File: src/sv/ostbc_pkg.sv
// ----------------------------------------------------------------------------
// Orthogonal STBC encoder package
// Shared types, code tables and the saturating value helpers.
// ----------------------------------------------------------------------------
package ostbc_pkg;

	localparam int SAMPLE_W = 16;

	typedef logic signed [SAMPLE_W-1:0] sample_t;

	typedef struct packed {
		sample_t re;
		sample_t im;
	} sym_t;

	typedef struct packed {
		sample_t sym_re;
		sample_t sym_im;
		logic    frame_end;
	} in_item_t;

	typedef struct packed {
		sample_t ant0_re;
		sample_t ant0_im;
		sample_t ant1_re;
		sample_t ant1_im;
		sample_t ant2_re;
		sample_t ant2_im;
		sample_t ant3_re;
		sample_t ant3_im;
		logic    last_row;
		logic    frame_error;
	} out_item_t;

	typedef enum logic [1:0] {
		CODE_G2,
		CODE_G3,
		CODE_G4,
		CODE_ERR
	} code_t;

	typedef struct packed {
		code_t        code;
		sym_t [3:0]   syms;
	} job_t;

	localparam logic [2:0] ANT_RESET = 3'd2;

	// Bit 2 requests negation, bits 1:0 select the stored symbol.
	localparam logic [2:0] OrthoTab [0:3][0:3] = '{
		'{3'd0, 3'd1, 3'd2, 3'd3},
		'{3'd5, 3'd0, 3'd7, 3'd2},
		'{3'd6, 3'd3, 3'd0, 3'd5},
		'{3'd7, 3'd6, 3'd1, 3'd0}
	};

	localparam logic [2:0] G2Tab [0:1][0:1] = '{
		'{3'd0, 3'd1},
		'{3'd5, 3'd0}
	};

	localparam sample_t SAMPLE_MIN = {1'b1, {(SAMPLE_W-1){1'b0}}};
	localparam sample_t SAMPLE_MAX = {1'b0, {(SAMPLE_W-1){1'b1}}};

	function automatic sample_t sat_neg(input sample_t v);
		sat_neg = (v == SAMPLE_MIN) ? SAMPLE_MAX : -v;
	endfunction

	function automatic sym_t ant_value(input sym_t s, input logic neg, input logic conj);
		sym_t r;
		r.re = neg ? sat_neg(s.re) : s.re;
		r.im = (neg ^ conj) ? sat_neg(s.im) : s.im;
		ant_value = r;
	endfunction

	function automatic code_t ant_code(input logic [2:0] ants);
		code_t c;
		case (ants)
			3'd0, 3'd1, 3'd2: c = CODE_G2;
			3'd3:             c = CODE_G3;
			default:          c = CODE_G4;
		endcase
		ant_code = c;
	endfunction

endpackage

File: src/sv/ostbc_front.sv
// ----------------------------------------------------------------------------
// Orthogonal STBC encoder front end
// Collects symbols into a block and hands full or broken blocks to the queue.
// ----------------------------------------------------------------------------
module ostbc_front (
	input  logic              clk,
	input  logic              arst_n,
	input  logic              sym_valid,
	output logic              sym_ready,
	input  ostbc_pkg::in_item_t sym,
	input  logic              cfg_valid,
	input  logic [2:0]        cfg_antenna_count,
	input  logic              job_ready,
	output logic              job_valid,
	output ostbc_pkg::job_t   job
);
	import ostbc_pkg::*;

	logic [2:0] ant_q;
	logic [1:0] fill_q;
	sym_t       store_q [4];
	code_t      code;
	logic       take;
	logic       block_done;
	sym_t       cur;

	assign code       = ant_code(ant_q);
	assign sym_ready  = job_ready;
	assign take       = sym_valid && sym_ready;
	assign cur.re     = sym.sym_re;
	assign cur.im     = sym.sym_im;
	assign block_done = (code == CODE_G2) ? (fill_q == 2'd1) : (fill_q == 2'd3);
	assign job_valid  = take && (block_done || sym.frame_end);

	always_comb begin
		job.code = block_done ? code : CODE_ERR;
		for (int i = 0; i < 4; i++) begin
			job.syms[i] = (fill_q == i[1:0]) ? cur : store_q[i];
		end
	end

	always_ff @(posedge clk or negedge arst_n) begin
		if (!arst_n) begin
			ant_q  <= ANT_RESET;
			fill_q <= '0;
		end else if (cfg_valid) begin
			ant_q  <= cfg_antenna_count;
			fill_q <= '0;
		end else if (take) begin
			fill_q <= (block_done || sym.frame_end) ? 2'd0 : fill_q + 2'd1;
		end
	end

	always_ff @(posedge clk) begin
		if (take) begin
			store_q[fill_q] <= cur;
		end
	end

endmodule

File: src/sv/ostbc_queue.sv
// ----------------------------------------------------------------------------
// Orthogonal STBC encoder block queue
// Two-entry queue of blocks between the front end and the row generator.
// ----------------------------------------------------------------------------
module ostbc_queue (
	input  logic            clk,
	input  logic            arst_n,
	input  logic            push,
	input  ostbc_pkg::job_t push_job,
	output logic            not_full,
	input  logic            pop,
	output logic            not_empty,
	output ostbc_pkg::job_t head
);
	import ostbc_pkg::*;

	job_t       mem_q [2];
	logic       wr_ptr_q;
	logic       rd_ptr_q;
	logic [1:0] count_q;

	assign not_full  = (count_q != 2'd2);
	assign not_empty = (count_q != 2'd0);
	assign head      = mem_q[rd_ptr_q];

	always_ff @(posedge clk or negedge arst_n) begin
		if (!arst_n) begin
			wr_ptr_q <= 1'b0;
			rd_ptr_q <= 1'b0;
			count_q  <= '0;
		end else begin
			if (push) begin
				wr_ptr_q <= ~wr_ptr_q;
			end
			if (pop) begin
				rd_ptr_q <= ~rd_ptr_q;
			end
			if (push && !pop) begin
				count_q <= count_q + 2'd1;
			end else if (pop && !push) begin
				count_q <= count_q - 2'd1;
			end
		end
	end

	always_ff @(posedge clk) begin
		if (push) begin
			mem_q[wr_ptr_q] <= push_job;
		end
	end

endmodule

File: src/sv/ostbc_back.sv
// ----------------------------------------------------------------------------
// Orthogonal STBC encoder row generator
// Walks the code rows of the head block and drives the output register.
// ----------------------------------------------------------------------------
module ostbc_back (
	input  logic                 clk,
	input  logic                 arst_n,
	input  logic                 job_valid,
	input  ostbc_pkg::job_t      job,
	output logic                 job_pop,
	output logic                 row_valid,
	input  logic                 row_ready,
	output ostbc_pkg::out_item_t row
);
	import ostbc_pkg::*;

	logic [2:0] idx_q;
	logic       row_valid_q;
	out_item_t  row_q;
	logic       load;
	logic       last;
	sym_t       vals [4];
	out_item_t  next_row;

	assign load = job_valid && (!row_valid_q || row_ready);

	always_comb begin
		case (job.code)
			CODE_G2:  last = (idx_q == 3'd1);
			CODE_ERR: last = 1'b1;
			default:  last = (idx_q == 3'd7);
		endcase
	end

	assign job_pop = load && last;

	always_comb begin
		logic [2:0] code3;
		logic       conj;
		logic       en;
		for (int a = 0; a < 4; a++) begin
			if (job.code == CODE_G2) begin
				code3 = G2Tab[idx_q[0]][a];
				conj  = idx_q[0];
			end else begin
				code3 = OrthoTab[idx_q[1:0]][a];
				conj  = idx_q[2];
			end
			case (job.code)
				CODE_G2: en = (a < 2);
				CODE_G3: en = (a < 3);
				CODE_G4: en = 1'b1;
				default: en = 1'b0;
			endcase
			vals[a] = en ? ant_value(job.syms[code3[1:0]], code3[2], conj) : '0;
		end
		next_row.ant0_re     = vals[0].re;
		next_row.ant0_im     = vals[0].im;
		next_row.ant1_re     = vals[1].re;
		next_row.ant1_im     = vals[1].im;
		next_row.ant2_re     = vals[2].re;
		next_row.ant2_im     = vals[2].im;
		next_row.ant3_re     = vals[3].re;
		next_row.ant3_im     = vals[3].im;
		next_row.last_row    = last && (job.code != CODE_ERR);
		next_row.frame_error = (job.code == CODE_ERR);
	end

	always_ff @(posedge clk or negedge arst_n) begin
		if (!arst_n) begin
			idx_q       <= '0;
			row_valid_q <= 1'b0;
		end else begin
			if (load) begin
				idx_q       <= last ? 3'd0 : idx_q + 3'd1;
				row_valid_q <= 1'b1;
			end else if (row_ready) begin
				row_valid_q <= 1'b0;
			end
		end
	end

	always_ff @(posedge clk) begin
		if (load) begin
			row_q <= next_row;
		end
	end

	assign row_valid = row_valid_q;
	assign row       = row_q;

endmodule

File: src/sv/orthogonal_stbc_encoder.sv
// ----------------------------------------------------------------------------
// Orthogonal space-time block encoder
// Alamouti G2 and the G3/G4 orthogonal codes, one code row per transfer.
// ----------------------------------------------------------------------------
// A symbol transfer is taken in any cycle in which the two-entry block queue
// has room. The row generator sends one code row per cycle while row_ready
// is held, so two-antenna operation sustains one symbol per cycle, while
// three and four antennas give eight rows per four symbols. A completed
// block is written into the queue, and its first row is then registered in
// the output register. A frame that ends inside a block yields a single
// row with frame_error set and all antenna values zero. Writing
// antenna_count drops any partly collected block.
module orthogonal_stbc_encoder (
	input  logic                 clk,
	input  logic                 arst_n,
	input  logic                 sym_valid,
	output logic                 sym_ready,
	input  ostbc_pkg::in_item_t  sym,
	input  logic                 cfg_valid,
	output logic                 cfg_ready,
	input  logic [2:0]           cfg_antenna_count,
	output logic                 row_valid,
	input  logic                 row_ready,
	output ostbc_pkg::out_item_t row
);
	import ostbc_pkg::*;

	logic push;
	logic not_full;
	logic not_empty;
	logic pop;
	job_t push_job;
	job_t head;

	assign cfg_ready = 1'b1;

	ostbc_front u_front (
		.clk               (clk),
		.arst_n            (arst_n),
		.sym_valid         (sym_valid),
		.sym_ready         (sym_ready),
		.sym               (sym),
		.cfg_valid         (cfg_valid),
		.cfg_antenna_count (cfg_antenna_count),
		.job_ready         (not_full),
		.job_valid         (push),
		.job               (push_job)
	);

	ostbc_queue u_queue (
		.clk       (clk),
		.arst_n    (arst_n),
		.push      (push),
		.push_job  (push_job),
		.not_full  (not_full),
		.pop       (pop),
		.not_empty (not_empty),
		.head      (head)
	);

	ostbc_back u_back (
		.clk       (clk),
		.arst_n    (arst_n),
		.job_valid (not_empty),
		.job       (head),
		.job_pop   (pop),
		.row_valid (row_valid),
		.row_ready (row_ready),
		.row       (row)
	);

endmodule

File: config.mk
export PLATFORM = sky130hd
export DESIGN_NAME = orthogonal_stbc_encoder
export DESIGN_NICKNAME = d
export VERILOG_FILES = /design/src/sv/ostbc_pkg.sv /design/src/sv/ostbc_front.sv /design/src/sv/ostbc_queue.sv /design/src/sv/ostbc_back.sv /design/src/sv/orthogonal_stbc_encoder.sv
export SDC_FILE = /design/constraint.sdc
export NUM_CORES = 1
export LEC_CHECK = 0
export BUFFER_PORTS_ARGS = -buffer_cell sky130_fd_sc_hd__clkbuf_2
export CAP_MARGIN = 20
export CORE_AREA = 3 3 252 254
export DETAILED_ROUTE_END_ITERATION = 8
export DIE_AREA = 0 0 255 257
export GPL_ROUTABILITY_DRIVEN = 0
export GPL_TIMING_DRIVEN = 1
export MAX_ROUTING_LAYER = met4
export SLEW_MARGIN = 20
export SYNTH_ARGS = -nofsm -noshare
export SYNTH_HDL_FRONTEND = slang
export SYNTH_HIERARCHICAL = 1
export SYNTH_SLANG_ARGS = --single-unit
export TNS_END_PERCENT = 30
File: constraint.sdc
create_clock -name clk -period 12.1 [get_ports clk]
set_input_delay 3.025 -clock clk [delete_from_list [all_inputs] [get_ports clk]]
set_output_delay 3.025 -clock clk [all_outputs]
set_load 0.005 [all_outputs]
Yosys cells after proc, flatten, opt, wreduce, memory -nomap -nowiden
Memory sizes are Yosys's and may differ from the RTL's.
Index checks and enable logic that the tools add are counted.
{"block": "totals", "regBits": 143, "ram_bits": 388, "inputBits": 41, "output_inout_bits": 133, "word_cells": 147, "mem_count": 2}
{"memory": "u_queue.mem_q", "words": 2, "word_bits": 130, "rd": 1, "rd_clocked_by_memory_dff": 0, "wr": 1, "line_no": "ostbc_queue.sv:17", "text": "job_t mem_q [2];"}
{"memory": "u_front.store_q", "words": 4, "word_bits": 32, "rd": 4, "rd_clocked_by_memory_dff": 0, "wr": 1, "line_no": "ostbc_front.sv:21", "text": "sym_t store_q [4];"}
{"block": "op_classes", "n_addsub": 12, "n_lt_le_gt_ge": 6, "n_eq_ne": 21, "mux": 58, "bitwise": 8, "n_reduce_logical": 23}
{"cell": "binary-select mux 32 bit (select 2 bit)", "n": 4}
{"cell": "2-to-1 mux 16 bit", "n": 16}
{"cell": "2-to-1 mux 32 bit", "n": 8}
{"cell": "== test 16 bit (second input constant)", "n": 8}
{"cell": "negator 16 bit", "n": 8}
{"cell": "binary-select mux 12 bit (select 2 bit)", "n": 1}
{"cell": "2-to-1 mux 12 bit", "n": 2}
{"cell": "2-to-1 mux 6 bit", "n": 3}
{"cell": "2-to-1 mux 3 bit", "n": 5}
{"cell": "less-than comparator 2 x 3 -> 1 bit (second input constant)", "n": 4}
{"cell": "2-to-1 mux 2 bit", "n": 6}
{"cell": "2-to-1 mux 1 bit", "n": 11}
{"cell": "== test 2 bit (second input constant)", "n": 4}
{"cell": "nonzero test 2 bit", "n": 4}
{"cell": "logical AND 1 bit", "n": 7}
{"cell": "== test 3 x 1 -> 1 bit (second input constant)", "n": 2}
{"cell": "== test 3 x 2 -> 1 bit (second input constant)", "n": 2}
{"cell": "zero test 2 bit", "n": 3}
{"cell": "OR reduction 3 bit", "n": 2}
{"cell": "adder 2 x 1 -> 2 bit (second input constant)", "n": 2}
{"cell": "== test 2 x 1 -> 1 bit (second input constant)", "n": 2}
{"cell": "!= test 2 bit (second input constant)", "n": 2}
{"cell": "one-hot mux 2 bit (2 select lines)", "n": 1}
{"cell": "XOR 1 bit", "n": 4}
{"cell": "other kinds (13)", "n": 17}

Depth between registers and ports, before layout
{"block": "depth", "ltp_word": 11, "depth_mapped": 22, "mapped_depth_nobuf": 14}

By module
The synthesis kept the hierarchy.
{"module": "ostbc_back", "instances": 1, "cells_per_inst": 1050, "area_per_inst_um2": 11697.5, "seq_area_each_um2": 4003.8}
{"module": "ostbc_queue", "instances": 1, "cells_per_inst": 421, "area_per_inst_um2": 9945.8, "seq_area_each_um2": 7907.6}
{"module": "ostbc_front", "instances": 1, "cells_per_inst": 308, "area_per_inst_um2": 5815.6, "seq_area_each_um2": 3970.1}
{"module": "orthogonal_stbc_encoder", "instances": 1, "cells_per_inst": 2, "area_per_inst_um2": 11.3, "seq_area_each_um2": 0.0}

Least setup slack after synthesis
Ideal clock, no wire load.
{"block": "synth_timing", "path_kind": "in2reg", "from": "input sym[0] (netlist name)", "to": "memory u_queue/mem_q[0][0] (netlist name), enable pin", "setup_ps": 636, "arrival_time_ps": 9301, "required_ps": 11464, "setup_slack_ps": 2162, "stages": 4, "n_path_buf": 0, "path_cell_list": "nor2_1 > mux2i_1 > nor2b_1 > nor2b_1"}
{"block": "synth_via", "elab_chain_len": 4}
{"element": "from (decl)", "line_no": "orthogonal_stbc_encoder.sv:18", "text": "input ostbc_pkg::in_item_t sym,"}
{"element": "logical OR 1 bit", "line_no": "ostbc_front.sv:33", "text": "assign job_valid = take && (block_done || sym.frame_end);"}
{"element": "logical AND 1 bit", "line_no": "ostbc_front.sv:33"}
{"element": "via push", "line_no": "orthogonal_stbc_encoder.sv:28", "text": "logic push;"}
{"element": "2-to-1 mux 1 bit", "line_no": "ostbc_queue.sv:47", "text": "if (push) begin"}
{"element": "2-to-1 mux 1 bit (not written as such)", "line_no": "ostbc_queue.sv:48", "text": "mem_q[wr_ptr_q] <= push_job;"}
{"element": "to (decl)", "line_no": "ostbc_queue.sv:17"}
The timed path passes the listed nets, and every way through them passes these cells.

==> metrics.yaml <==
clk_pin_slew_worst_paths_ps: 60
antenna_found_initial: 3
die_x_um: 255
fin_nets: 1992
synth_cell_types: 80
post-route-period-util_pct: 56.69
drc: 0
rsz0062_at_grt: "no"
r2r-start: "u_queue/rd_ptr_q$_DFFE_PN0P_"
yosysTopAreaCellShare_pct: 56.62
grt_pass1_vias: 16260
fillCellCount: 5184
yosysSeqAreaShare_pct: 57.81
ir_worst_vdd_uv: 171.6
cts_tree: "yes"
tightest_slew_ps: 1043
min_period_ps: 6859
hp-start: "u_queue/count_q[1]$_DFFE_PN0P_"
initial_core_util_pct: 44.68
r2r_cells: 15
ys_warn_count: 6
grtUsageTotal_pct: 21.78
worstSetupEndpointType: "flip-flop"
synth_area_leaders: "edfxtp_1, mux4_2, mux2_2"
final_hold_viol_count: 0
htreeDepth: 2
root_buffer: "clkbuf_16"
relSlewSlack_pct: 29.90
viasPerCell: 6.072
ys.flop_type: "edfxtp_1"
drive_gt1_share_pct: 35.12
r2r_end: "u_back/row[95]$_SDFFCE_PN0P_"
max_cap_violations: 0
die_height_um: 257
cts-buffers-inserted: 55
grt_pass1_wl_um: 104000
final_common_cell: "edfxtp_1"
powerDensity_nw_per_um2: 276.2
status: "finished clean"
dp_hpwl_um: 48090
cts_resized: 0
maxSlewViolCount: 0
synth_edf_count: 518
grt_max_degree: 86
wl_per_cell_um: 25.37
fin_hold_ws_ps: 495.2
ant_nets: 0
rows: 91
cp-start-kind: "flip-flop"
tns_ps: 0
worstPathRequired_ps: 12530
first_pass_iters: 7
drt_iter0_drc: 1557
reg2reg_slack_ps: 5240
fmax_ghz: 0.1458
postCtsHoldBufs: 0
syn_to_final_growth_pct: 11.67
syn_avg_cell_area_um2: 15.42
io_buffers: 172
cts.path.max_buffers: 3
worstSkewPairLatency_ps: 630
cts.sinks: 531
postCtsSetupBuffers: 0
ys_ff_latch: 531
hold_depth: 1
p_leak_nw: 10.62
vias: 16800
yosys.area.top_type: "edfxtp_1"
wl_um: 70190
setup_viol: 0
cp_max_fo: 54
layout_common_cells: "edfxtp_1, clkbuf_2, mux2_2, mux4_2, a21oi_1"
core_um2: 61480
io_pins: 174
grt-ovfl-total: 0
async_flop_share_pct: 2.448
dieArea_um2: 65540
finClkSkew_ps: 32.56
path_class: "reg2reg"
syn_nets: 1844
hold_end: "u_queue/count_q[1]$_DFFE_PN0P_"
arrival_ps: 7290
syn_area_um2: 27470
synthesis.instances: 1781
hp-class: "reg2reg"
[cell families (layout without fill, tap and decap cells)]
family | after synthesis | in the layout | synth area share, %
buf+inv | 152 | 344 | 3.152
other cells | 1 | 4 | 0.01365
mux | 406 | 406 | 23.01
xor+xnor | 66 | 66 | 2.104
simple gates | 323 | 323 | 6.290
flops | 531 | 531 | 57.81
fa+ha+maj | 22 | 22 | 1.002
compound gates | 280 | 280 | 6.614
[power breakdown]
part,internal (mW),switching (mW)
Sequential,2.57,0.180
Clock,0.986,0.709
Combinational,1.67,2.36
Total,5.22,3.25
[registers in the layout (all words and copies together) (netlist names)]
signal / count
u_queue/mem_q: 260
u_back/row: 130
u_front/store_q: 128
u_back/idx_q: 3
u_front/ant_q: 3
u_front/fill_q: 2
u_queue/count_q: 2
u_back/row_valid: 1
u_queue/rd_ptr_q: 1
u_queue/wr_ptr_q: 1
[layout make-up]
class                           instances  area (um^2)  share of cell area (%)
Sequential cell                       531        15890                   51.81
Multi-Input combinational cell       1098        10760                   35.07
Clock buffer                           64         1410                   4.597
Timing Repair Buffer                  196         1045                   3.406
Tap cell                              790        988.4                   3.222
Clock inverter                         37        394.1                   1.285
Inverter                               47        178.9                  0.5833
Antenna cell                            3        7.507                 0.02447
[worst max-delay path by stage]
stage	end	cells after the start	start	slack (ps)
6_report	u_back/row[95]$_SDFFCE_PN0P_	15	u_queue/rd_ptr_q$_DFFE_PN0P_	5240
3_5_place_dp	u_back/row[95]$_SDFFCE_PN0P_	15	u_queue/rd_ptr_q$_DFFE_PN0P_	5250
3_3_place_gp	u_back/row[97]$_SDFFCE_PN0P_	15	u_queue/rd_ptr_q$_DFFE_PN0P_	5380
2_1_floorplan	u_queue/mem_q[0][0]$_DFFE_PP_	4	sym[0]	2160
5_1_grt	u_back/row[95]$_SDFFCE_PN0P_	15	u_queue/rd_ptr_q$_DFFE_PN0P_	4740
4_1_cts	u_back/row[95]$_SDFFCE_PN0P_	15	u_queue/rd_ptr_q$_DFFE_PN0P_	5230
[per-stage QoR]
step           worst slack [ps]  cell area [um^2]  std cells  power [mW]  utilization [%]
2_1_floorplan              2162             27470       1781       5.617                -
3_3_place_gp               5376             28860       2662       6.703            46.93
3_5_place_dp               5252             28860       2662       6.769            46.94
4_1_cts                    5232             30660       2763       8.481            49.87
5_1_grt                    4735             30670       2765       8.928            49.89
6_report                   5241             30680       2766       8.474            49.89
[synthesized netlist by cell type, types with 13 or more instances]
master	number
xor2_1	27
clkbuf_1	42
a21oi_1	93
xnor2_1	39
buf_6	29
nor4_1	18
nor3_1	20
ha_1	22
mux2_2	166
buf_2	22
edfxtp_1	518
nand2_1	74
a31oi_1	22
nor2_1	71
o31ai_1	14
mux2i_1	18
inv_1	46
nand3_1	13
mux4_2	114
or4_1	14
mux2_4	90
o21ai_0	48
o21a_1	22
[worst max-delay path, cell delays in order, from the launching register on]
cell and delay [ps]:
dfrtp_4 1070, mux2_2 350, inv_1 70, ha_1 310
inv_1 210, ha_2 930, inv_1 640, buf_4 400
mux4_2 350, inv_1 100, ha_1 140, inv_1 80
or4_1 610, nor4_2 920, o31ai_1 160, a211oi_1 300
[routing by layer]
| layer | track usage (%) | wire, um | up-vias |
|---|---|---|---|
| li1 | - | - | 7409 |
| met1 | 32.28 | 31630 | 8484 |
| met2 | 30.63 | 30560 | 800 |
| met3 | 4.376 | 6304 | 103 |
| met4 | 5.876 | 1693 | 0 |
| met5 | - | 0 | - |
(Power assumes the default switching activity.)
